File: src/rtl/hmsa_queue.sv
// Small register queue between the front end and the back end
module hmsa_queue #(
	parameter int W     = 8,
	parameter int DEPTH = 2
) (
	input  logic         clk,
	input  logic         arst_n,
	input  logic         wr_en,
	input  logic [W-1:0] wr_data,
	output logic         full,
	input  logic         rd_en,
	output logic [W-1:0] rd_data,
	output logic         empty
);
	localparam int PW = (DEPTH > 1) ? $clog2(DEPTH) : 1;

	logic [W-1:0]  mem [DEPTH];
	logic [PW-1:0] wr_ptr_q, rd_ptr_q;
	logic [PW:0]   count_q;

	assign full    = count_q == (PW+1)'(DEPTH);
	assign empty   = count_q == '0;
	assign rd_data = mem[rd_ptr_q];

	always_ff @(posedge clk) begin
		if (wr_en) begin
			mem[wr_ptr_q] <= wr_data;
		end
	end

	always_ff @(posedge clk or negedge arst_n) begin
		if (!arst_n) begin
			wr_ptr_q <= '0;
			rd_ptr_q <= '0;
			count_q  <= '0;
		end else begin
			if (wr_en) begin
				wr_ptr_q <= (wr_ptr_q == PW'(DEPTH - 1)) ? '0 : wr_ptr_q + PW'(1);
			end
			if (rd_en) begin
				rd_ptr_q <= (rd_ptr_q == PW'(DEPTH - 1)) ? '0 : rd_ptr_q + PW'(1);
			end
			case ({wr_en, rd_en})
				2'b10:   count_q <= count_q + (PW+1)'(1);
				2'b01:   count_q <= count_q - (PW+1)'(1);
				default: count_q <= count_q;
			endcase
		end
	end
endmodule

File: config.mk
export PLATFORM = sky130hd
export DESIGN_NAME = hmsa_queue
export DESIGN_NICKNAME = d
export VERILOG_FILES = /design/src/rtl/hmsa_queue.sv
export SDC_FILE = /design/constraint.sdc
export NUM_CORES = 1
export LEC_CHECK = 0
export BUFFER_PORTS_ARGS = -buffer_cell sky130_fd_sc_hd__buf_4
export CORE_MARGIN = 1
export CORE_UTILIZATION = 52
export DETAILED_ROUTE_END_ITERATION = 7
export GPL_TIMING_DRIVEN = 1
export PLACE_DENSITY = 0.88
export SYNTH_ARGS = -nofsm -noshare
export SYNTH_HDL_FRONTEND = slang
export SYNTH_SLANG_ARGS = --single-unit
File: constraint.sdc
create_clock -name clk -period 1.7 [get_ports clk]
set_input_delay 0.17 -clock clk [delete_from_list [all_inputs] [get_ports clk]]
set_output_delay 0.17 -clock clk [all_outputs]
set_load 0.005 [all_outputs]
After elaboration in Yosys (flattened, before gate mapping)
Memories as Yosys holds them, arrays and structs flattened.
Cells that the tools add are included.
{ "word_totals": {"reg_bits": 4, "latchBits": 0, "mem_bits_rw": 16, "rom_bits": 0, "word_cells": 18, "memories": 1} }
{ "memory_table": {"columns": ["name", "words", "word_bits", "rd", "rd_ports_with_merged_regs", "write_ports", "line_no", "text"], "rows": [
  ["mem", 2, 8, 1, 0, 1, "17", "logic [W-1:0] mem [DEPTH];"]
]} }
{ "op_classes": {"addsub": 4, "mul": 0, "n_div": 0, "order_cmp": 0, "n_eq_ne": 3, "shifts": 0, "n_mux": 5, "n_bitwise": 0, "reduce_logical": 2} }
{ "ops": {"columns": ["op", "count"], "rows": [
  ["$eq A2 B2 Y1 const B", 2],
  ["$mux W1", 4],
  ["$pmux W2 S2", 1],
  ["$add A1 B1 Y1 const B", 2],
  ["$add A2 B1 Y2 const B", 1],
  ["$eq A2 B1 Y1 const B", 1],
  ["$logic_not A2 Y1", 1],
  ["$reduce_bool A2 Y1", 1],
  ["$sub A2 B1 Y2 const B", 1]
]} }

Logic depth before layout (Yosys ltp)
{ "depth": {"word_depth": 2, "depth_mapped": 5, "ltp_nobuf": 5} }

Least setup slack after synthesis
Ideal clock, no wire load.
{ "synth_path": {"path_type": "reg2reg", "startpoint": "register wr_ptr_q", "endpoint": "memory mem[0][0] (enable)", "setup_ns": 0.370, "t_arrival_ns": 0.768, "required_time_ns": 1.330, "setup_slack_ns": 0.562, "path_stages_with_launch": 2, "path_buffers": 0, "synth_period_minus_slack_ns": 1.138, "path_cell_list": "dfrtp_1 -> nor2_1"} }
{ "synth_rtl": {"columns": ["item", "line_no", "text"], "rows": [
  ["start, declared", "18", "logic [PW-1:0] wr_ptr_q, rd_ptr_q;"],
  ["start signal, assigned", "38", "wr_ptr_q <= (wr_ptr_q == PW'(DEPTH - 1)) ? '0 : wr_ptr_q + PW'(1);"],
  ["end, declared", "17", null]
]} }
Straight into the memory's write port.

Worst setup path after layout
{ "layout_path": {"startpoint": "register rd_ptr_q", "endpoint": "output port rd_data[3]"} }
{ "layout_via": {"elab_chain_cells": 1} }
{ "layout_lines": {"columns": ["item", "line_no", "text"], "rows": [
  ["start, declared", "18", null],
  ["start signal, assigned", "41", "rd_ptr_q <= (rd_ptr_q == PW'(DEPTH - 1)) ? '0 : rd_ptr_q + PW'(1);"],
  ["$mem_v2 Z2 W8", null, null],
  ["end, declared", "12", "output logic [W-1:0] rd_data,"]
]} }
Every way passes these cells.

==> key figures <==
Critical path
  • Worst endpoint data arrival time: about 1.4 ns
  • CP required: around 1.5 ns
  • Max incr delay on CP: 0.60 ns
  • Worst path top cell family by delay: flip-flops
  • Endpoint class of the critical path: output port
  • Critical path cell sequence: mux2_2, buf_4
  • CP Launch Type: flip-flop
  • Slowest cell on the critical path: dfrtp_1
  • Buffers and inverters on the worst path: 1
  • CP max FO: 9
  • CP Class: reg -> out

Floorplan
  • Die width: 40.3 microns
  • Initial Utilization: 57.1%
  • Core ar.: 1330 sq um
  • Num rows: 13
  • # IOs: 22
  • Die area: between 1500 and 2000 sq um
  • DIE HEIGHT: slightly above 40 microns

STA
  • Relative slew slack: between 70% and 80%
  • Worst Max-Slew Pin Slew: slightly below 0.4 ns
  • Minimum clock period: between 1.5 and 2 ns
  • Max Clock Freq: a little over 0.6 GHz
  • Hold slack: between 0.02 and 0.025 ns
  • Fin. Hold Viols: 0
  • Clock skew: between 0.01 and 0.015 ns
  • RSZ-0062 raised after global routing: no
  • Slew Viols, Final: 0
  • # setup viols final: 0
  • Final period util: between 90% and 100%
  • Setup ws final: 0.0877 ns
  • Setup TNS: 0 ns

Synth
  • Synthesized area: 762 sq um
  • Post-synthesis sequential area ratio: between 70% and 80%
  • Cell with the most instances after synthesis: edfxtp_1
  • Top post-synthesis cells by count: edfxtp_1 (16), mux2_2 (8), dfrtp_1 (4)
  • Yosys cell types: 11
  • Top post-synthesis cells by area: edfxtp_1 (63%), dfrtp_1 (13%), mux2_2 (12%)
  • Synth Net Count: 54
  • Synth Warn #: 0
  • Cell taking the most area after synthesis: edfxtp_1
  • Top cell type's share of synthesized area: between 60 and 70%
  • Dominant synthesized flop cell: edfxtp_1
  • Number of synthesized register bits: 20
  • Syn Inst Count: slightly above 40
  • Mapped Avg Cell Area: 18.6 sq um
  • Post-synth EDFFs: 16
  • Ys async rst share: between 20% and 30%

Routing
  • 1st-iter DRT viols: 7
  • Drc violations: 0
  • DR WL/cell: 16.1 microns
  • Total Routed Length: between 1 and 1.5 mm
  • ANT nets after route: 0
  • Pre-Repair DR Iteration Count: 4
  • Via count: 409
  • Via density: between 4 and 5

Global routing
  • Pin count of the biggest net entering global routing: 13
  • First-pass GRT wire length: between 1.5 and 2 mm
  • Vias in the first global route: between 300 and 400
  • GRT overflow: 0
  • Global Route Usage Sum: between 10% and 20%
  • Initial antenna violation count: 0

Clock tree
  • CTS sink cnt: 20
  • Htree depth: 1
  • Cts bufs inserted: 3
  • Root buf cell: clkbuf_4
  • Max Root-Sink Buffers: 2
  • Skew-Pair Late Insertion Delay: between 0.3 and 0.4 ns
  • CTS tree: done
  • # resized after CTS: 0
  • Clock slew at reported path FFs: approximately 0.12 ns

Placement
  • Placer congestion estimate: roughly 0.70
  • Port bufs: 21
  • DP Wirelength: about 890 microns
  • Setup slack after placement: about 0.44 ns

Run status
  • Outcome: completed

Power
  • PD cells: 1600 nW/um^2
  • Internal: ~1.2 mW
  • Lkg Pwr: ~0.4 nW
  • Switch share: around a quarter
  • Clock power frac: about a quarter
  • Logic gate share of total power: between 20% and 30%
  • P_sw: between 0.4 and 0.5 mW
  • Sequential power share: a little under half
  • Peak VDD IR: 1320 uV
  • Total power: about 1.6 mW

Finish
  • Synth-to-Final Area Change: 31.7%
  • Ant diodes: 0
  • Share of cells above drive strength 1: a little over half
  • Final #Nets: 81

Min path
  • HP Class: in -> reg

Flow run
  • Maxcap violations: 0
==> cell families (layout without fill, tap and decap cells) <==
logic type	after synthesis	after routing	synth area share [%]
buf+inv	2	28	1.15
mux	8	8	11.8
xor+xnor	5	5	5.75
flops	20	20	76.2
fa+ha+maj	1	1	1.64
simple gates	5	5	3.45
==> stage by stage <==
stage	instance area [sq um]	std cells	utilization, %
after floorplan	762	41	-
after global placement	941	77	70.5
after detailed placement	941	77	70.5
after CTS	1000	82	75.2
after global routing	1000	82	75.2
final	1000	82	75.2
==> power by group through the flow <==
| stage | logic (mW) | clock network (mW) | registers [mW] |
|---|---|---|---|
| global placement | 0.427 | 0 | 0.764 |
| floorplan | 0.266 | 0 | 0.716 |
| global route | 0.490 | 0.408 | 0.781 |
| finish | 0.448 | 0.389 | 0.764 |
| CTS | 0.457 | 0.396 | 0.765 |
| detailed placement | 0.447 | 0 | 0.773 |
==> routing by layer <==
metal  global-route usage, %  share of wire, %
met3                    3.33               4.4
met4                    10.0               1.4
met1                    20.1                38
met2                    36.7                56
met5                       0                 0
==> state kept, by name, summed over array words and instances, names as in the netlist <==
register,cells
rd_ptr_q,1
wr_ptr_q,1
count_q,2
mem,16
==> layout by cell type, fill, tap and decap left out <==
master / synthesis / routed
xor2_1: 3 / 3
nor2_1: 3 / 3
mux2_2: 8 / 8
buf_4: 0 / 22
edfxtp_1: 16 / 16
clkbuf_4: 0 / 3
and2b_2: 1 / 1
ha_1: 1 / 1
inv_1: 1 / 1
xnor2_1: 2 / 2
dlygate4sd3_1: 0 / 1
bufinv_16: 0 / 1
and2_1: 1 / 1
dfrtp_1: 4 / 4
==> final timing paths <==
path                                      start                      to  slack [ns]  depth (start not counted)
setup / recovery           rd_ptr_q$_DFFE_PN0P_              rd_data[3]        0.09                          2
hold / removal                            rd_en    rd_ptr_q$_DFFE_PN0P_        0.02                          2
setup reg to reg           wr_ptr_q$_DFFE_PN0P_     mem[1][7]$_DFFE_PP_        0.59                          1
hold reg to reg            wr_ptr_q$_DFFE_PN0P_    wr_ptr_q$_DFFE_PN0P_        0.51                          1
max in group asynchronous                arst_n  count_q[1]$_DFFE_PN0P_        1.41                          2
min in group asynchronous                arst_n  count_q[0]$_DFFE_PN0P_        0.19                          2
==> what timing repair did <==
action / 4_1_cts / 5_1_grt
hold buffers: 1 / 0
setup buffers: 0 / 0
endpoints found under the hold margin: 4 / 0
==> area by class of cell <==
type	count	area (sq um)
Timing Repair Buffer	23	175
Clock buffer	3	22.5
Inverter	1	3.75
Multi-Input combinational cell	19	173
Tap cell	15	18.8
Clock inverter	1	30.0
Sequential cell	20	581
Fill cell	89	330
No activity file was read; power rests on OpenSTA's default activity.
