[src/rtl/hmsa_pkg.sv]
// Shared opcodes, time constants and the flag bundle for the hours-minutes-seconds unit
package hmsa_pkg;
	localparam logic [2:0] OP_NORM = 3'd0;
	localparam logic [2:0] OP_INC  = 3'd1;
	localparam logic [2:0] OP_ADD  = 3'd2;
	localparam logic [2:0] OP_SUB  = 3'd3;
	localparam logic [2:0] OP_MUL  = 3'd4;
	localparam logic [2:0] OP_DIV  = 3'd5;

	localparam int FIELD_W        = 17;
	localparam int HOURS_W        = 21;
	localparam int MS_W           = 7;
	localparam int SEC_PER_HOUR   = 3600;
	localparam int SEC_PER_MIN    = 60;
	localparam int HOUR_REM_W     = 12;
	// floor(r * MIN_RECIP / 2^MIN_RECIP_SHIFT) == r / 60 for every r below 3600
	localparam int MIN_RECIP      = 4370;
	localparam int MIN_RECIP_SHIFT = 18;
	localparam int MIN_PROD_W     = 25;

	// Split by 3600 one byte of the total at a time. 3600 = 16 * 225: drop the
	// low four bits, then floor(y * HOUR_RECIP / 2^HOUR_RECIP_SHIFT) == y / 225
	// for every 16-bit y.
	localparam int HOUR_DIGIT_W     = 8;
	localparam int HOUR_PRE_SHIFT   = 4;
	localparam int HOUR_RECIP       = 74566;
	localparam int HOUR_RECIP_SHIFT = 24;
	localparam int HOUR_PROD_W      = 33;

	typedef struct packed {
		logic a_greater;
		logic a_less;
		logic a_equal;
		logic div_by_zero;
	} hmsa_flags_t;
endpackage

[src/rtl/hmsa_front.sv]
// Front end: convert operands to total seconds, classify and run the short operations
module hmsa_front #(
	parameter int TW = 32
) (
	input  logic                     clk,
	input  logic                     arst_n,
	input  logic                     start,
	output logic                     busy,
	input  logic [2:0]               opcode,
	input  logic signed [16:0]       a_hours,
	input  logic signed [16:0]       a_minutes,
	input  logic signed [16:0]       a_seconds,
	input  logic signed [16:0]       b_hours,
	input  logic signed [16:0]       b_minutes,
	input  logic signed [16:0]       b_seconds,
	input  logic signed [16:0]       scalar,
	input  logic                     full,
	output logic                     push,
	output logic [TW-1:0]            push_value,
	output logic [16:0]              push_scalar,
	output logic                     push_is_div,
	output hmsa_pkg::hmsa_flags_t    push_flags
);
	logic signed [31:0] ta_sum, tb_sum;
	logic               accept, adv2;

	logic               v_s1;
	logic [2:0]         op_s1;
	logic signed [TW-1:0] ta_s1, tb_s1;
	logic signed [16:0] sc_s1;

	logic signed [TW+16:0] prod;
	logic signed [TW-1:0]  val;
	hmsa_pkg::hmsa_flags_t flags;

	logic               v_s2;
	logic [TW-1:0]      val_s2;
	logic [16:0]        sc_s2;
	logic               is_div_s2;
	hmsa_pkg::hmsa_flags_t flags_s2;

	assign ta_sum = 32'(a_hours) * 32'(hmsa_pkg::SEC_PER_HOUR)
		+ 32'(a_minutes) * 32'(hmsa_pkg::SEC_PER_MIN) + 32'(a_seconds);
	assign tb_sum = 32'(b_hours) * 32'(hmsa_pkg::SEC_PER_HOUR)
		+ 32'(b_minutes) * 32'(hmsa_pkg::SEC_PER_MIN) + 32'(b_seconds);

	assign push   = v_s2 && !full;
	assign adv2   = !v_s2 || push;
	assign busy   = v_s1 && !adv2;
	assign accept = start && !busy;

	always_ff @(posedge clk or negedge arst_n) begin
		if (!arst_n) begin
			v_s1 <= 1'b0;
		end else if (!v_s1 || adv2) begin
			v_s1 <= accept;
		end
	end

	always_ff @(posedge clk) begin
		if (accept) begin
			op_s1 <= opcode;
			ta_s1 <= TW'(ta_sum);
			tb_s1 <= TW'(tb_sum);
			sc_s1 <= scalar;
		end
	end

	assign prod = ta_s1 * sc_s1;

	always_comb begin
		case (op_s1)
			hmsa_pkg::OP_INC: val = ta_s1 + TW'(1);
			hmsa_pkg::OP_ADD: val = ta_s1 + tb_s1;
			hmsa_pkg::OP_SUB: val = ta_s1 - tb_s1;
			hmsa_pkg::OP_MUL: val = prod[TW-1:0];
			default:          val = ta_s1;
		endcase
		flags.a_greater   = ta_s1 > tb_s1;
		flags.a_less      = ta_s1 < tb_s1;
		flags.a_equal     = ta_s1 == tb_s1;
		flags.div_by_zero = (op_s1 == hmsa_pkg::OP_DIV) && (sc_s1 == 17'sd0);
	end

	always_ff @(posedge clk or negedge arst_n) begin
		if (!arst_n) begin
			v_s2 <= 1'b0;
		end else if (adv2) begin
			v_s2 <= v_s1;
		end
	end

	always_ff @(posedge clk) begin
		if (adv2 && v_s1) begin
			val_s2    <= val;
			sc_s2     <= sc_s1;
			is_div_s2 <= op_s1 == hmsa_pkg::OP_DIV;
			flags_s2  <= flags;
		end
	end

	assign push_value  = val_s2;
	assign push_scalar = sc_s2;
	assign push_is_div = is_div_s2;
	assign push_flags  = flags_s2;
endmodule

[config.mk]
export PLATFORM = sky130hd
export DESIGN_NAME = hmsa_front
export DESIGN_NICKNAME = d
export VERILOG_FILES = /design/src/rtl/hmsa_pkg.sv /design/src/rtl/hmsa_front.sv
export SDC_FILE = /design/constraint.sdc
export NUM_CORES = 2
export LEC_CHECK = 0
export BUFFER_PORTS_ARGS = -buffer_cell sky130_fd_sc_hd__buf_2
export CAP_MARGIN = 20
export CELL_PAD_IN_SITES_DETAIL_PLACEMENT = 2
export CELL_PAD_IN_SITES_GLOBAL_PLACEMENT = 2
export CORE_UTILIZATION = 41
export CTS_BUF_LIST = sky130_fd_sc_hd__clkbuf_4
export DETAILED_ROUTE_END_ITERATION = 8
export PLACE_DENSITY = 0.95
export SLEW_MARGIN = 10
export SYNTH_ARGS = -nofsm -noshare
export SYNTH_HDL_FRONTEND = slang
export SYNTH_SLANG_ARGS = --single-unit
[constraint.sdc]
create_clock -name clk -period 8.5 [get_ports clk]
set_clock_uncertainty 0.1 [all_clocks]
set_input_delay 0.425 -clock clk [delete_from_list [all_inputs] [get_ports clk]]
set_output_delay 0.425 -clock clk [all_outputs]
set_load 0.02 [all_outputs]
* Word-level counts from Yosys, hierarchy flattened *
Index checks and enable logic that the tools add are counted.

cells by class
  add/subtract/negate cells = 7
  magnitude comparators = 2
  multipliers = 5
  reduce and logical (&&, ||, !) cells = 13
  eq/ne operators = 6
  mux-type cells = 1

operators by type and width
  cell                                                 count
  one-hot mux 32 bit (4 select lines)                  1
  adder 31 x 17 -> 32 bit                              2
  adder 30 x 24 -> 31 bit                              2
  multiplier 17 x 9 -> 26 bit, second input constant   2
  multiplier 17 x 5 -> 22 bit, second input constant   2
  adder 32 x 2 -> 32 bit, second input constant        1
  adder 32 bit                                         1
  equality test 32 bit                                 1
  > comparator 32 bit                                  1
  < comparator 32 bit                                  1
  multiplier 32 x 17 -> 32 bit                         1
  subtractor 32 bit                                    1
  zero test 17 bit                                     1
  equality test 3 x 2 -> 1 bit, second input constant  2
  equality test 3 bit, second input constant           2
  logical AND 1 bit                                    5
  zero test 1 bit                                      5
  equality test 3 x 1 -> 1 bit, second input constant  1
  logical OR 1 bit                                     2

word-level totals
  word-level logic and storage cells = 47
  output and inout port bits = 56
  input port bits = 126
  register bits = 140

* Depth between registers and ports, before layout *
  depth after elaboration = 7
  gate-level depth with buffers = 28
  mapped depth without buffers = 28

* Worst setup path after synthesis *
OpenSTA, ideal clock, no wires.

  path kind = register to register
  start = register ta_s1[7]
  end = register val_s2[30] (netlist: push_value[30]) (data pin)
  period minus slack after synthesis = 6650 ps
  library setup time = 261 ps
  data arrival time = 6289 ps
  path slack = 1850 ps
  data required time = 8139 ps
  stages on the path, launching flop included = 27
  path buffers = 3
  path through = edfxtp_1 clkbuf_1 clkbuf_1 nand2_1 fa_1 inv_1 fa_1 inv_1 fa_1 inv_1 fa_1 fa_1 inv_1 fa_1 inv_1 ha_1 clkbuf_1 a211oi_1 nor2_1 nor3_1 o211ai_1 a22o_1 o41ai_2 o21ai_0 xnor2_1 a21oi_1 o32a_1

on the way
  longest elaborated chain between the ends = 2
  elaborated cells between the ends (all ways) = 5
  those cells by class = 3 x add/sub; 1 x mul; 1 x mux

RTL lines
  element                                               RTL line          text
  from (decl)                                           hmsa_front.sv:29  logic signed [TW-1:0] ta_s1, tb_s1;
  from (signal assigned)                                hmsa_front.sv:63  ta_s1 <= TW'(ta_sum);
  multiplier 32 x 17 -> 32 bit (tied with other cells)  hmsa_front.sv:69  assign prod = ta_s1 * sc_s1;
  one-hot mux 32 bit (4 select lines) *                 hmsa_front.sv:72  case (op_s1)
  named net val[30]                                     hmsa_front.sv:33  logic signed [TW-1:0] val;
  to (signal assigned)                                  hmsa_front.sv:95  val_s2 <= val;
  to (decl)                                             hmsa_front.sv:37  logic [TW-1:0] val_s2;

The timed path passes the listed nets; every way through them passes the cells marked *.
A chain may end at the register's enable or synchronous reset.

* Worst setup path after layout *
  start = register sc_s1[3]
  end = register val_s2[30] (netlist: push_value[30]) (data pin)

on the way
  longest elaborated chain between the ends = 2

RTL lines
  element                              RTL line          text
  from (decl)                          hmsa_front.sv:30  logic signed [16:0] sc_s1;
  from (signal assigned)               hmsa_front.sv:65  sc_s1 <= scalar;
  multiplier 32 x 17 -> 32 bit         hmsa_front.sv:69
  one-hot mux 32 bit (4 select lines)  hmsa_front.sv:72
  named net val[30]                    hmsa_front.sv:33

The timed path passes the listed nets, and every way through them passes these cells.

==> metrics.md <==
| Metric | Value |
|---|---|
| Outcome | `complete, no violations` |
| Number of max-cap violations | `0` |
| Final hold vios | `0` |
| Core area | `just under 80000 sq um` |
| CTS tree | `done` |
| First-pass GRT wire length | `roughly 220000 um` |
| Synth Warn # | `0` |
| Num CTS Buffers | `17` |
| Adder-Cell Fraction of Synth Area | `45.3%` |
| GRT Util Overall | `between 30% and 40%` |
| Largest family of logic cells by synthesized area | `adder cells` |
| Clk buf depth | `2` |
| Clk slew on worst S/H paths | `roughly 0.22 ns` |
| Synth top area share | `29.7%` |
| Synth-to-layout area growth | `8.49%` |
| Placed instance count | `4873` |
| Post-Route WL | `about 150000 um` |
| Vias in the first global route | `35310` |
| ANT nets after route | `0` |
| Die width | `around 290 um` |
| RSZ-0062 raised after global routing | `no` |
| Compound-Gate Fraction of Synth Area | `11.6%` |
| Fin Setup TNS | `0 ns` |
| PortBufs | `181` |
| DR vias/cell | `5.95` |
| Initial Util | `around two fifths` |
| Critical path startpoint category | `register` |
| Tcrit/Tclk final | `93.9%` |
| Flops & latches, synth | `140` |
| Critical-path maximum fanout | `20` |
| Post-route insts no fill | `just under 5000` |
| Leading area contributor after synthesis | `fa_1` |
| Rows | `around 100` |
| GR Overflow Total | `0` |
| Finish-stage setup viols | `0` |
| DP HPWL | `around 120000 um` |
| Metal2 WL | `approximately 74000 um` |
| Post-CTS setup buffers | `0` |
| Count of nets after finishing | `between 4000 and 5000` |
| EDFF count, synth | `138` |
| Remaining DRCs | `0` |
| Die H | `around 290 um` |
| Main flop type after synthesis | `edfxtp_1` |
| CP endpoint kind | `register` |
| FMAX | `around 0.13 GHz` |
| Synth Area in Simple Gates | `between 10% and 20%` |
| Top layer in use | `met5` |
| CTS sink count | `140` |
| Worst Hold Class | `in2reg` |
| Post-Syn Nets | `4734` |
| Post-place instance area | `35300 sq um` |
| Rel. slew slack | `26.0%` |
| Asr flop ratio synth | `between 1 and 1.5%` |
| # IOs | `about 180` |
| Distinct cells, synth | `86` |
| Met3 routed WL | `just under 10000 um` |
| Worst slew pin tran | `1.11 ns` |
| Min Tclk post-route | `roughly 8.0 ns` |
| Largest net degree at the start of global routing | `52` |
| Xor and xnor area share after synthesis | `around 6.3%` |
| Die footprint | `between 80000 and 90000 sq um` |
| DRT met1 WL | `between 40000 and 50000 um` |
| Layout cell share with drive strength beyond 1 | `7.76%` |
| Drt pass-1 iters | `5` |
| Mux cell area share after synthesis | `0.442%` |
| Final Cell Area | `35900 sq um` |
| CP Class | `reg2reg` |
| Post-synthesis sequential area ratio | `12.7%` |
| Routability cong. | `about 0.9` |
| Syn Inst Count | `approximately 3700` |
| CTS H-tree lvls | `4` |
| Average size of a mapped cell | `8.94 sq um` |
| Cell Area, Synth | `33100 sq um` |
| WP data arrival | `~8.5 ns` |
| Max Slew Vio Count | `0` |
| Clock Tree Root | `clkbuf_4` |
| Initial antenna violation count | `12` |
| Clock Latency Late Sink | `a little under 0.9 ns` |
| Initial DRC count | `1788` |
| Leading post-synthesis cells by cell area | `fa_1 (30%), ha_1 (16%), edfxtp_1 (13%)` |
| Required time of the critical path | `9.06 ns` |
| Via count | `29446` |
| Post-DR wirelength/cell | `about 29 um` |
-- worst paths after layout --
kind                            slack [ns]  cells after the start       from        endpoint
max in group asynchronous             7.87                      3     arst_n            v_s2
worst min-delay path                  0.18                      2  opcode[0]        op_s1[0]
worst max register to register        0.52                     22   sc_s1[3]  push_value[30]
min in group asynchronous             0.31                      3     arst_n            v_s1
worst max-delay path                  0.52                     22   sc_s1[3]  push_value[30]
worst min register to register        0.47                      1       v_s1            v_s2
-- stage by stage --
step	setup slack, ns	utilization [%]	hold slack [ns]
2_1_floorplan	1.85	-	0.0294
6_report	0.519	45.2	0.179
4_1_cts	0.573	45.2	0.115
5_1_grt	0.351	45.2	0.188
3_5_place_dp	0.611	44.4	0.114
3_3_place_gp	1.23	44.4	0.113
-- metal layers --
| layer | global-route usage, % | vias up |
|---|---|---|
| met5 | 0 | - |
| met4 | 26.6 | 6 |
| met3 | 7.78 | 664 |
| met2 | 64.8 | 1426 |
| met1 | 37.0 | 15118 |
| li1 | - | 12232 |
-- sequential cells by signal, indices dropped and copies added, names as in the netlist --
signal / cells
sc_s1: 17
push_scalar: 17
ta_s1: 32
v_s2: 1
push_value: 32
v_s1: 1
push_is_div: 1
push_flags: 4
tb_s1: 32
op_s1: 3
-- layout make-up --
cell class	count	area (sq um)
Antenna cell	10	25.0
Clock buffer	19	143
Clock inverter	13	130
Fill cell	8729	43600
Inverter	790	2970
Multi-Input combinational cell	2667	25600
Sequential cell	140	4190
Tap cell	1050	1310
Timing Repair Buffer	264	1620
-- repair_timing --
action	4_1_cts	5_1_grt
endpoints found under the setup margin	0	0
endpoints found under the hold margin	47	0
hold buffers	37	0
gates resized for setup	0	0
-- placed cells by master (no fill, tap or decap), drive strengths merged, types with 27 or more instances in the layout --
| cell type | Yosys | final |
|---|---|---|
| inv | 790 | 796 |
| fa | 491 | 491 |
| ha | 412 | 412 |
| nand2 | 333 | 333 |
| buf | 5 | 227 |
| and2 | 193 | 193 |
| a21oi | 167 | 167 |
| xnor2 | 159 | 159 |
| nor2 | 151 | 151 |
| edfxtp | 138 | 138 |
| o21ai | 111 | 111 |
| xor2 | 78 | 78 |
| nor3 | 67 | 67 |
| a21o | 61 | 61 |
| nand3 | 51 | 51 |
| o21a | 39 | 39 |
| dlygate4sd3 | 0 | 37 |
| a211oi | 30 | 30 |
| nor2b | 28 | 28 |
| o21bai | 27 | 27 |
-- worst max-delay path, stage by stage (launching register included) --
cell	delay, ns
edfxtp_1	1.04
buf_4	0.40
nand2_1	0.12
fa_1	0.55
inv_1	0.09
fa_1	0.54
inv_1	0.10
fa_1	0.61
inv_1	0.10
fa_1	0.51
fa_1	0.57
inv_1	0.07
fa_1	0.50
inv_1	0.06
ha_1	0.35
a21o_1	0.24
a21o_1	0.24
a22o_1	0.27
o41ai_2	0.33
o21ai_0	0.24
xnor2_1	0.22
a21oi_1	0.11
o32a_1	0.40
-- cells in the mapped netlist, drive strengths merged (18+ instances only) --
master / number
fa: 491
o21a: 39
a211oi: 30
nand2: 333
a21o: 61
o21bai: 27
a31oi: 18
o31ai: 21
nand2b: 22
nor2: 151
xnor2: 159
clkbuf: 103
o21ai: 111
nor3: 67
inv: 790
ha: 412
nand3: 51
edfxtp: 138
nor2b: 28
and2: 193
or3: 22
a21oi: 167
xor2: 78
-- logic make-up after synthesis --
kind of cell	after synthesis
compound gates	582
xor+xnor	237
fa+ha+maj	904
buf+inv	898
flops	140
mux	14
simple gates	930
Power is left out: the tool's default activity adds up to more than one toggle a clock period on the data nets, which glitch-free logic cannot reach.
