===== src/rtl/hmsa_pkg.sv =====
// Shared opcodes, time constants and the flag bundle for the hours-minutes-seconds unit
package hmsa_pkg;
	localparam logic [2:0] OP_NORM = 3'd0;
	localparam logic [2:0] OP_INC  = 3'd1;
	localparam logic [2:0] OP_ADD  = 3'd2;
	localparam logic [2:0] OP_SUB  = 3'd3;
	localparam logic [2:0] OP_MUL  = 3'd4;
	localparam logic [2:0] OP_DIV  = 3'd5;

	localparam int FIELD_W        = 17;
	localparam int HOURS_W        = 21;
	localparam int MS_W           = 7;
	localparam int SEC_PER_HOUR   = 3600;
	localparam int SEC_PER_MIN    = 60;
	localparam int HOUR_REM_W     = 12;
	// floor(r * MIN_RECIP / 2^MIN_RECIP_SHIFT) == r / 60 for every r below 3600
	localparam int MIN_RECIP      = 4370;
	localparam int MIN_RECIP_SHIFT = 18;
	localparam int MIN_PROD_W     = 25;

	// Split by 3600 one byte of the total at a time. 3600 = 16 * 225: drop the
	// low four bits, then floor(y * HOUR_RECIP / 2^HOUR_RECIP_SHIFT) == y / 225
	// for every 16-bit y.
	localparam int HOUR_DIGIT_W     = 8;
	localparam int HOUR_PRE_SHIFT   = 4;
	localparam int HOUR_RECIP       = 74566;
	localparam int HOUR_RECIP_SHIFT = 24;
	localparam int HOUR_PROD_W      = 33;

	typedef struct packed {
		logic a_greater;
		logic a_less;
		logic a_equal;
		logic div_by_zero;
	} hmsa_flags_t;
endpackage


===== src/rtl/hmsa_div.sv =====
// Pipelined restoring divider: one quotient bit per stage, a tag rides alongside
module hmsa_div #(
	parameter int W  = 32,
	parameter int DW = 17,
	parameter int PW = 5
) (
	input  logic          clk,
	input  logic          arst_n,
	input  logic          in_valid,
	input  logic [W-1:0]  dividend,
	input  logic [DW-1:0] divisor,
	input  logic [PW-1:0] in_tag,
	output logic          out_valid,
	output logic [W-1:0]  quotient,
	output logic [PW-1:0] out_tag
);
	logic          v_s   [W+1];
	logic [W-1:0]  num_s [W+1];
	logic [DW-1:0] rem_s [W+1];
	logic [DW-1:0] dvs_s [W+1];
	logic [PW-1:0] tag_s [W+1];

	assign v_s[0]   = in_valid;
	assign num_s[0] = dividend;
	assign rem_s[0] = '0;
	assign dvs_s[0] = divisor;
	assign tag_s[0] = in_tag;

	for (genvar k = 0; k < W; k++) begin : g_stage
		logic [DW:0]   trial;
		logic [DW+1:0] diff;
		logic          ge;

		assign trial = {rem_s[k], num_s[k][W-1]};
		assign diff  = {1'b0, trial} - {2'b00, dvs_s[k]};
		assign ge    = !diff[DW+1];

		always_ff @(posedge clk or negedge arst_n) begin
			if (!arst_n) begin
				v_s[k+1] <= 1'b0;
			end else begin
				v_s[k+1] <= v_s[k];
			end
		end

		always_ff @(posedge clk) begin
			num_s[k+1] <= {num_s[k][W-2:0], ge};
			rem_s[k+1] <= ge ? diff[DW-1:0] : trial[DW-1:0];
			dvs_s[k+1] <= dvs_s[k];
			tag_s[k+1] <= tag_s[k];
		end
	end

	assign out_valid = v_s[W];
	assign quotient  = num_s[W];
	assign out_tag   = tag_s[W];
endmodule


===== src/rtl/hmsa_back.sv =====
// Back end: scalar division, split of the total into hours, minutes and seconds
module hmsa_back #(
	parameter int TW = 32
) (
	input  logic                        clk,
	input  logic                        arst_n,
	input  logic                        empty,
	output logic                        pop,
	input  logic [TW-1:0]               in_value,
	input  logic [16:0]                 in_scalar,
	input  logic                        in_is_div,
	input  hmsa_pkg::hmsa_flags_t       in_flags,
	output logic                        done,
	output logic signed [20:0]          res_hours,
	output logic signed [6:0]           res_minutes,
	output logic signed [6:0]           res_seconds,
	output hmsa_pkg::hmsa_flags_t       res_flags
);
	localparam int RW = hmsa_pkg::HOUR_REM_W;
	localparam int DG = hmsa_pkg::HOUR_DIGIT_W;
	localparam int ND = (TW + DG - 1) / DG;
	localparam int NB = ND * DG;
	localparam int PS = hmsa_pkg::HOUR_PRE_SHIFT;

	logic          neg_in, dz_in;
	logic [TW-1:0] mag_in;
	logic [16:0]   dvs_in;

	logic                  v_b1, neg_b1;
	logic [TW-1:0]         mag_b1;
	logic [16:0]           dvs_b1;
	hmsa_pkg::hmsa_flags_t flags_b1;

	logic                  v_d1;
	logic [TW-1:0]         q_d1;
	logic [4:0]            tag_d1;

	logic [TW-1:0]         res_d1, mag_d1;

	logic                  v_b2, neg_b2;
	logic [TW-1:0]         mag_b2;
	hmsa_pkg::hmsa_flags_t flags_b2;

	logic                  hv_s   [ND+1];
	logic [NB-1:0]         hnum_s [ND+1];
	logic [RW-1:0]         hrem_s [ND+1];
	logic [4:0]            htag_s [ND+1];

	logic [NB-1:0]                   hrs_signed;
	logic [hmsa_pkg::MIN_PROD_W-1:0] min_prod;
	logic [5:0]                      mins;
	logic [RW-1:0]                   secs;

	logic                  done_q;
	logic [20:0]           hours_q;
	logic [6:0]            minutes_q, seconds_q;
	hmsa_pkg::hmsa_flags_t flags_q;

	assign pop   = !empty;
	assign dz_in = in_flags.div_by_zero;

	// Signs and magnitudes; non-divide and divide-by-zero items go through the divider over one
	always_comb begin
		mag_in = in_value[TW-1] ? TW'(-in_value) : in_value;
		if (dz_in) begin
			neg_in = 1'b0;
			mag_in = '0;
			dvs_in = 17'd1;
		end else if (in_is_div) begin
			neg_in = in_value[TW-1] ^ in_scalar[16];
			dvs_in = in_scalar[16] ? 17'(-in_scalar) : in_scalar;
		end else begin
			neg_in = in_value[TW-1];
			dvs_in = 17'd1;
		end
	end

	always_ff @(posedge clk or negedge arst_n) begin
		if (!arst_n) begin
			v_b1 <= 1'b0;
		end else begin
			v_b1 <= pop;
		end
	end

	always_ff @(posedge clk) begin
		neg_b1   <= neg_in;
		mag_b1   <= mag_in;
		dvs_b1   <= dvs_in;
		flags_b1 <= in_flags;
	end

	hmsa_div #(.W(TW), .DW(17), .PW(5)) u_div_scalar (
		.clk       (clk),
		.arst_n    (arst_n),
		.in_valid  (v_b1),
		.dividend  (mag_b1),
		.divisor   (dvs_b1),
		.in_tag    ({neg_b1, flags_b1}),
		.out_valid (v_d1),
		.quotient  (q_d1),
		.out_tag   (tag_d1)
	);

	assign res_d1 = tag_d1[4] ? TW'(-q_d1) : q_d1;
	assign mag_d1 = res_d1[TW-1] ? TW'(-res_d1) : res_d1;

	always_ff @(posedge clk or negedge arst_n) begin
		if (!arst_n) begin
			v_b2 <= 1'b0;
		end else begin
			v_b2 <= v_d1;
		end
	end

	always_ff @(posedge clk) begin
		neg_b2   <= res_d1[TW-1];
		mag_b2   <= mag_d1;
		flags_b2 <= tag_d1[3:0];
	end

	// Divide the magnitude by 3600 one byte per stage, top byte first
	assign hv_s[0]   = v_b2;
	assign hnum_s[0] = NB'(mag_b2);
	assign hrem_s[0] = '0;
	assign htag_s[0] = {neg_b2, flags_b2};

	for (genvar k = 0; k < ND; k++) begin : g_hour
		logic [RW+DG-1:0]                 cat;
		logic [hmsa_pkg::HOUR_PROD_W-1:0] hprod;
		logic [DG-1:0]                    qd;
		logic [RW+DG-1:0]                 sub;

		assign cat   = {hrem_s[k], hnum_s[k][NB-1 -: DG]};
		assign hprod = hmsa_pkg::HOUR_PROD_W'(cat[RW+DG-1:PS])
			* hmsa_pkg::HOUR_PROD_W'(hmsa_pkg::HOUR_RECIP);
		assign qd    = hprod[hmsa_pkg::HOUR_RECIP_SHIFT +: DG];
		assign sub   = cat - (RW+DG)'(qd) * (RW+DG)'(hmsa_pkg::SEC_PER_HOUR);

		always_ff @(posedge clk or negedge arst_n) begin
			if (!arst_n) begin
				hv_s[k+1] <= 1'b0;
			end else begin
				hv_s[k+1] <= hv_s[k];
			end
		end

		always_ff @(posedge clk) begin
			hnum_s[k+1] <= {hnum_s[k][NB-DG-1:0], qd};
			hrem_s[k+1] <= sub[RW-1:0];
			htag_s[k+1] <= htag_s[k];
		end
	end

	assign hrs_signed = htag_s[ND][4] ? NB'(-hnum_s[ND]) : hnum_s[ND];
	assign min_prod   = hmsa_pkg::MIN_PROD_W'(hrem_s[ND])
		* hmsa_pkg::MIN_PROD_W'(hmsa_pkg::MIN_RECIP);
	assign mins       = min_prod[hmsa_pkg::MIN_RECIP_SHIFT +: 6];
	assign secs       = hrem_s[ND] - RW'(mins) * RW'(hmsa_pkg::SEC_PER_MIN);

	always_ff @(posedge clk or negedge arst_n) begin
		if (!arst_n) begin
			done_q <= 1'b0;
		end else begin
			done_q <= hv_s[ND];
		end
	end

	always_ff @(posedge clk) begin
		hours_q   <= hrs_signed[20:0];
		minutes_q <= htag_s[ND][4] ? 7'(-{1'b0, mins}) : {1'b0, mins};
		seconds_q <= htag_s[ND][4] ? 7'(-secs[6:0]) : secs[6:0];
		flags_q   <= htag_s[ND][3:0];
	end

	assign done        = done_q;
	assign res_hours   = hours_q;
	assign res_minutes = minutes_q;
	assign res_seconds = seconds_q;
	assign res_flags   = flags_q;
endmodule


===== config.mk =====
export PLATFORM = sky130hd
export DESIGN_NAME = hmsa_back
export DESIGN_NICKNAME = d
export VERILOG_FILES = /design/src/rtl/hmsa_pkg.sv /design/src/rtl/hmsa_div.sv /design/src/rtl/hmsa_back.sv
export SDC_FILE = /design/constraint.sdc
export NUM_CORES = 2
export LEC_CHECK = 0
export ABC_CLOCK_PERIOD_IN_PS = 6400
export BUFFER_PORTS_ARGS = -buffer_cell sky130_fd_sc_hd__clkbuf_2
export CORE_UTILIZATION = 40
export CTS_CLUSTER_DIAMETER = 30
export CTS_CLUSTER_SIZE = 25
export DETAILED_ROUTE_END_ITERATION = 7
export GPL_ROUTABILITY_DRIVEN = 1
export PLACE_DENSITY_LB_ADDON = 0.05
export SYNTH_ARGS = -nofsm -noshare
export SYNTH_HDL_FRONTEND = slang
export SYNTH_SLANG_ARGS = --single-unit

===== constraint.sdc =====
create_clock -name clk -period 6.4 [get_ports clk]
set_input_delay 0.64 -clock clk [delete_from_list [all_inputs] [get_ports clk]]
set_output_delay 0.64 -clock clk [all_outputs]
set_load 0.01 [all_outputs]

Yosys cells after proc, flatten, opt, wreduce, memory -nomap -nowiden
Index checks and enable logic that the tools add are counted.
{ "totals": {"regBits": 2592, "latchBits": 0, "mem_bits_rw": 0, "mem_bits_ro": 0, "input_bits": 57, "word_cells": 334, "mem_count": 0} }
{ "op_classes": {"add_sub_neg": 44, "multipliers": 9, "div_mod_pow": 0, "order_cmp": 0, "eq_ne": 0, "shifts": 0, "muxes": 39, "n_bitwise": 4, "reduce_logical": 36} }
{ "op_table": {"columns": ["op", "count"], "rows": [
  ["subtractor 18 x 17 -> 19 bit", 31],
  ["2-to-1 mux 17 bit", 30],
  ["negation 32 bit", 3],
  ["multiplier 16 x 16 -> 31 bit, second input constant", 3],
  ["2-to-1 mux 31 bit", 2],
  ["subtractor 12 bit", 3],
  ["zero test 1 bit", 33],
  ["2-to-1 mux 32 bit", 1],
  ["multiplier 8 x 6 -> 8 bit, second input constant", 3],
  ["multiplier 12 x 12 -> 23 bit, second input constant", 1],
  ["2-to-1 mux 21 bit", 1],
  ["negation 21 bit", 1],
  ["subtractor 1 x 17 -> 18 bit", 1],
  ["negation 17 bit", 1],
  ["2-to-1 mux 16 bit", 1],
  ["subtractor 8 x 12 -> 12 bit", 1],
  ["multiplier 1 x 8 -> 8 bit, both inputs constant", 1],
  ["2-to-1 mux 7 bit", 1],
  ["negation 6 -> 7 bit", 1],
  ["negation 7 bit", 1],
  ["subtractor 7 bit", 1],
  ["multiplier 6 x 4 -> 5 bit, second input constant", 1],
  ["2-to-1 mux 6 bit", 1],
  ["OR reduction 2 bit", 2],
  ["other kinds (4)", 7]
]} }

Longest topological paths before layout
{ "logic_depth": {"depth_word": 5, "depth_mapped": 29} }

Modules after synthesis
From an unflattened synthesis, not the netlist that was laid out.
{ "hier_totals": {"cells_unflattened": 9309, "area_unflattened_um2": 100854.2} }
{ "by_module_without_submodules": {"columns": ["module", "instances", "cells_each", "area_per_inst_um2", "seq_area_each_um2"], "rows": [
  ["hmsa_div", 1, 7006, 77589.4, 45603.7],
  ["hmsa_back", 1, 2303, 23264.8, 5860.6]
]} }

Worst setup path after synthesis
OpenSTA, ideal clock, no wires.
{ "synth_path": {"path_kind": "register -> register", "start": "register hrem_s, in the netlist g_hour[3].cat[9]", "end": "register hrem_s[11] (netlist name)", "setup_time_ns": 0.072, "t_arrival_ns": 6.706, "required_time_ns": 6.328, "path_slack_ns": -0.379, "path_stages_with_launch": 30, "path_buffers": 0, "period_less_slack_ns": 6.779, "path_cell_list": "dfxtp_1 > ha_1 > ha_1 > fa_1 > inv_1 > fa_1 > inv_1 > fa_1 > inv_1 > fa_1 > inv_1 > ha_1 > a211o_1 > a2111o_1 > a31oi_1 > nor4_1 > o311ai_0 > nand2b_1 > a21oi_1 > xnor2_1 > ha_1 > inv_1 > ha_1 > or2_2 > a21oi_1 > a21oi_1 > xnor2_1 > xnor2_1 > xnor2_1 > xnor2_1"} }
{ "synth_between": {"elab_chain_cells": 3} }
{ "synth_rtl": {"columns": ["element", "line_no", "source"], "rows": [
  ["from (decl)", "hmsa_back.sv:46", "logic [RW-1:0] hrem_s [ND+1];"],
  ["from (signal, indexed assignment)", "hmsa_back.sv:150", "hrem_s[k+1] <= sub[RW-1:0];"],
  ["multiplier 16 x 16 -> 31 bit", "hmsa_back.sv:136", "* hmsa_pkg::HOUR_PROD_W'(hmsa_pkg::HOUR_RECIP);"],
  ["via g_hour[3].hprod, one bit", "hmsa_back.sv:130", "logic [hmsa_pkg::HOUR_PROD_W-1:0] hprod;"],
  ["multiplier 8 x 6 -> 8 bit", "hmsa_back.sv:138", "assign sub = cat - (RW+DG)'(qd) * (RW+DG)'(hmsa_pkg::SEC_PER_HOUR);"],
  ["subtractor 12 bit", "hmsa_back.sv:138", null],
  ["via g_hour[3].sub[11]", "hmsa_back.sv:132", "logic [RW+DG-1:0] sub;"]
]} }
The timed path passes the listed nets, and every way through them passes these cells.
A chain may end at the register's enable or synchronous reset.

Final worst setup path
{ "layout_path": {"start": "register hrem_s, in the netlist g_hour[1].cat[13]", "end": "register hrem_s, in the netlist g_hour[2].cat[19]"} }
{ "layout_between": {"elab_chain_cells": 3} }
{ "layout_rtl": {"columns": ["element", "line_no"], "rows": [
  ["multiplier 16 x 16 -> 31 bit", "hmsa_back.sv:136"],
  ["multiplier 8 x 6 -> 8 bit", "hmsa_back.sv:138"],
  ["subtractor 12 bit", "hmsa_back.sv:138"],
  ["via g_hour[1].sub[11]", "hmsa_back.sv:132"]
]} }
The timed path passes the listed nets, and every way through them passes these cells.

==> metrics.cfg <==
[sta]
fin_crit_ns=6.51
timing.final.ws_setup_ns=-0.111
post-route-period-util_pct=102
fin_tns_setup_ns=-0.116
finalHoldViolations=0
fmax_mhz=154
setup_viol=2
rsz0062_at_grt=yes
skew_ns=0.0784
slew_viol_final=0
max_slew.worst_pin.slew_ns=1.06
slew_headroom_pct=27.5
hold_ws_ns=0.0811

[placement]
postPlaceCellArea_mm2=0.104
dp_hpwl_um=134000
port_buffers=97
gp_congestion=0.809

[synthesis]
synth_area_mm2=0.0978
synth_cell_type_count=78
syn_avg_cell_area_um2=11.0
yosysSeqAreaShare_pct=52.6
synthCells=8924
async_flop_share_pct=1.52
yosys_register_bits=2561
ys_warn_count=0
synth_edf_count=0
ys.flop_type=dfxtp_1

[run_status]
violations=setup timing
status=finished with violations

[global_routing]
antenna_found_initial=2
grt_usage_pct=14.9
grt_pass1_wl_um=307000
grt_pass1_vias=64200
grt_max_degree=40
gr-total-overflow=0

[routing]
via_per_inst=4.65
post_drt_wl_per_cell_um=13.6
first_pass_iters=7
wl_um=182000
ant_nets=0
vias=62200
drt_iter0_drc=2315
drcViolationCount=0

[critical_path]
slowest_delay_ns=0.55
cp_slowest_cell=fa_1
path_class=flip-flop to flip-flop
rr_worst_depth=28
cp_max_fo=5
start_kind=flip-flop
cpMostUsedCell=fa_1
critPathRequiredTime_ns=7.17
cp_data_arrival_time_ns=7.28
end_kind=flip-flop
r2r_slack_ns=-0.11

[final_layout]
areaGrowthSynthToFinish_pct=26.8
multi_input_area_mm2=0.0433
fill_cells=21500
layout_common_cells=2493 x dfxtp_1, 1004 x inv_1, 997 x ha_1, 541 x clkbuf_16, 534 x nand2_1
drive_gt1_share_pct=16.3
nets=11100
final_area_mm2=0.124
regArea_mm2=0.0515
fin_util_pct=51.0
final_common_cell=dfxtp_1

[die]
chipWidth_um=496
die_h_um=496
die_area_mm2=0.246
top_level_ports=98
rows=181
core_mm2=0.243
start_util_pct=40.2

[clocking]
clk-insertion-delay-late_ns=0.90
cts_tree=done
clk_pin_slew_worst_paths_ns=0.05
clock-root-buffer=clkbuf_16
clk_path_buf_depth=4
htreeDepth=6
numCtsBuffers=532
clkSinkCount=2561

[worst_hold_path]
min_path_type=input port to flip-flop
whs_path_depth=4

[flow_run]
cap_violations=0

worst paths after layout:
check | from | to
max | g_hour[1].cat[13] | g_hour[2].cat[19]
min | in_scalar[4] | dvs_b1[4]
max reg2reg | g_hour[1].cat[13] | g_hour[2].cat[19]
min reg2reg | mag_b2[19] | g_hour[1].cat[3]
max in group asynchronous | arst_n | done
min in group asynchronous | arst_n | u_div_scalar.v_s[16]
routing by layer:
metal / global-route usage, % / vias to the layer above / share of wire [%]
li1: - / 32100 / -
met5: 0 / - / 0
met4: 6.05 / 0 / 3.0
met3: 3.13 / 416 / 3.9
met2: 24.6 / 971 / 46
met1: 18.8 / 28800 / 47
layout make-up:
class / instances / area share [%]
diodes: 2 / 0.00404
clock buffers: 653 / 11.8
clock inverters: 284 / 2.98
inverters: 1031 / 3.12
multi-input cells: 5237 / 34.9
flip-flops and latches: 2561 / 41.6
well taps: 3202 / 3.23
repair buffers: 402 / 2.41
timing repair:
item                                   4_1_cts  5_1_grt
hold buffers                                52        0
gates resized for setup                    146       61
setup buffers                               33       10
pin swaps                                  120       89
setup endpoints to repair                    9       10
endpoints found under the hold margin       91        0
stage by stage:
stage,setup slack [ns],instances
3_3_place_gp,-0.562,12300
5_1_grt,-0.370,13400
2_1_floorplan,0.000493,8933
4_1_cts,-0.109,13400
6_report,-0.111,13400
3_5_place_dp,-0.557,12300
flip-flops by register name, indices dropped and copies added (netlist names), 5 cells and up:
name and flops:
u_div_scalar.quotient 32, u_div_scalar.tag_s 155, hnum_s 63, u_div_scalar.num_s 961, res_minutes 7, u_div_scalar.out_tag 5, mag_b1 32, u_div_scalar.v_s 31
g_hour.cat 59, res_hours 21, dvs_b1 17, mag_b2 32, res_seconds 7, hrem_s 12, u_div_scalar.g_stage.trial 558, u_div_scalar.dvs_s 527
htag_s 20
critical path: cells and delay by family (launching register included):
kind,cells,cell delay [ns]
buffers and inverters,5,0.33
AOI/OAI and AO/OA,6,1.05
xor gates and xnor gates,4,0.53
adders and majority gates,10,3.45
and+or+nand+nor,3,0.72
DFF,1,0.37
Yosys cell counts, types with 114 or more instances:
cell	n	area share, %
fa_1	199	4.1
a21oi_1	348	1.8
ha_1	1060	14
xor2_1	301	2.7
o31ai_1	133	1.0
nor2_1	375	1.4
xnor2_1	240	2.2
nor3_1	192	0.98
nand2_1	538	2.1
inv_1	1031	4.0
dfxtp_1	2522	52
o21ai_0	406	2.1
or3_1	114	0.73
a21o_1	118	0.91
kinds of logic after synthesis:
family,share of synthesized area (%)
buffers and inverters,4.37
XOR/XNOR,4.90
AND/OR/NAND/NOR,8.22
multiplexers,1.64
flip-flops,52.6
other,0.00384
AO/OA/AOI/OAI,10.6
adder cells (fa/ha/maj),17.6
Power is not shown: default switching activity piles up to over one toggle a cycle in this logic, so the estimate is an artifact.
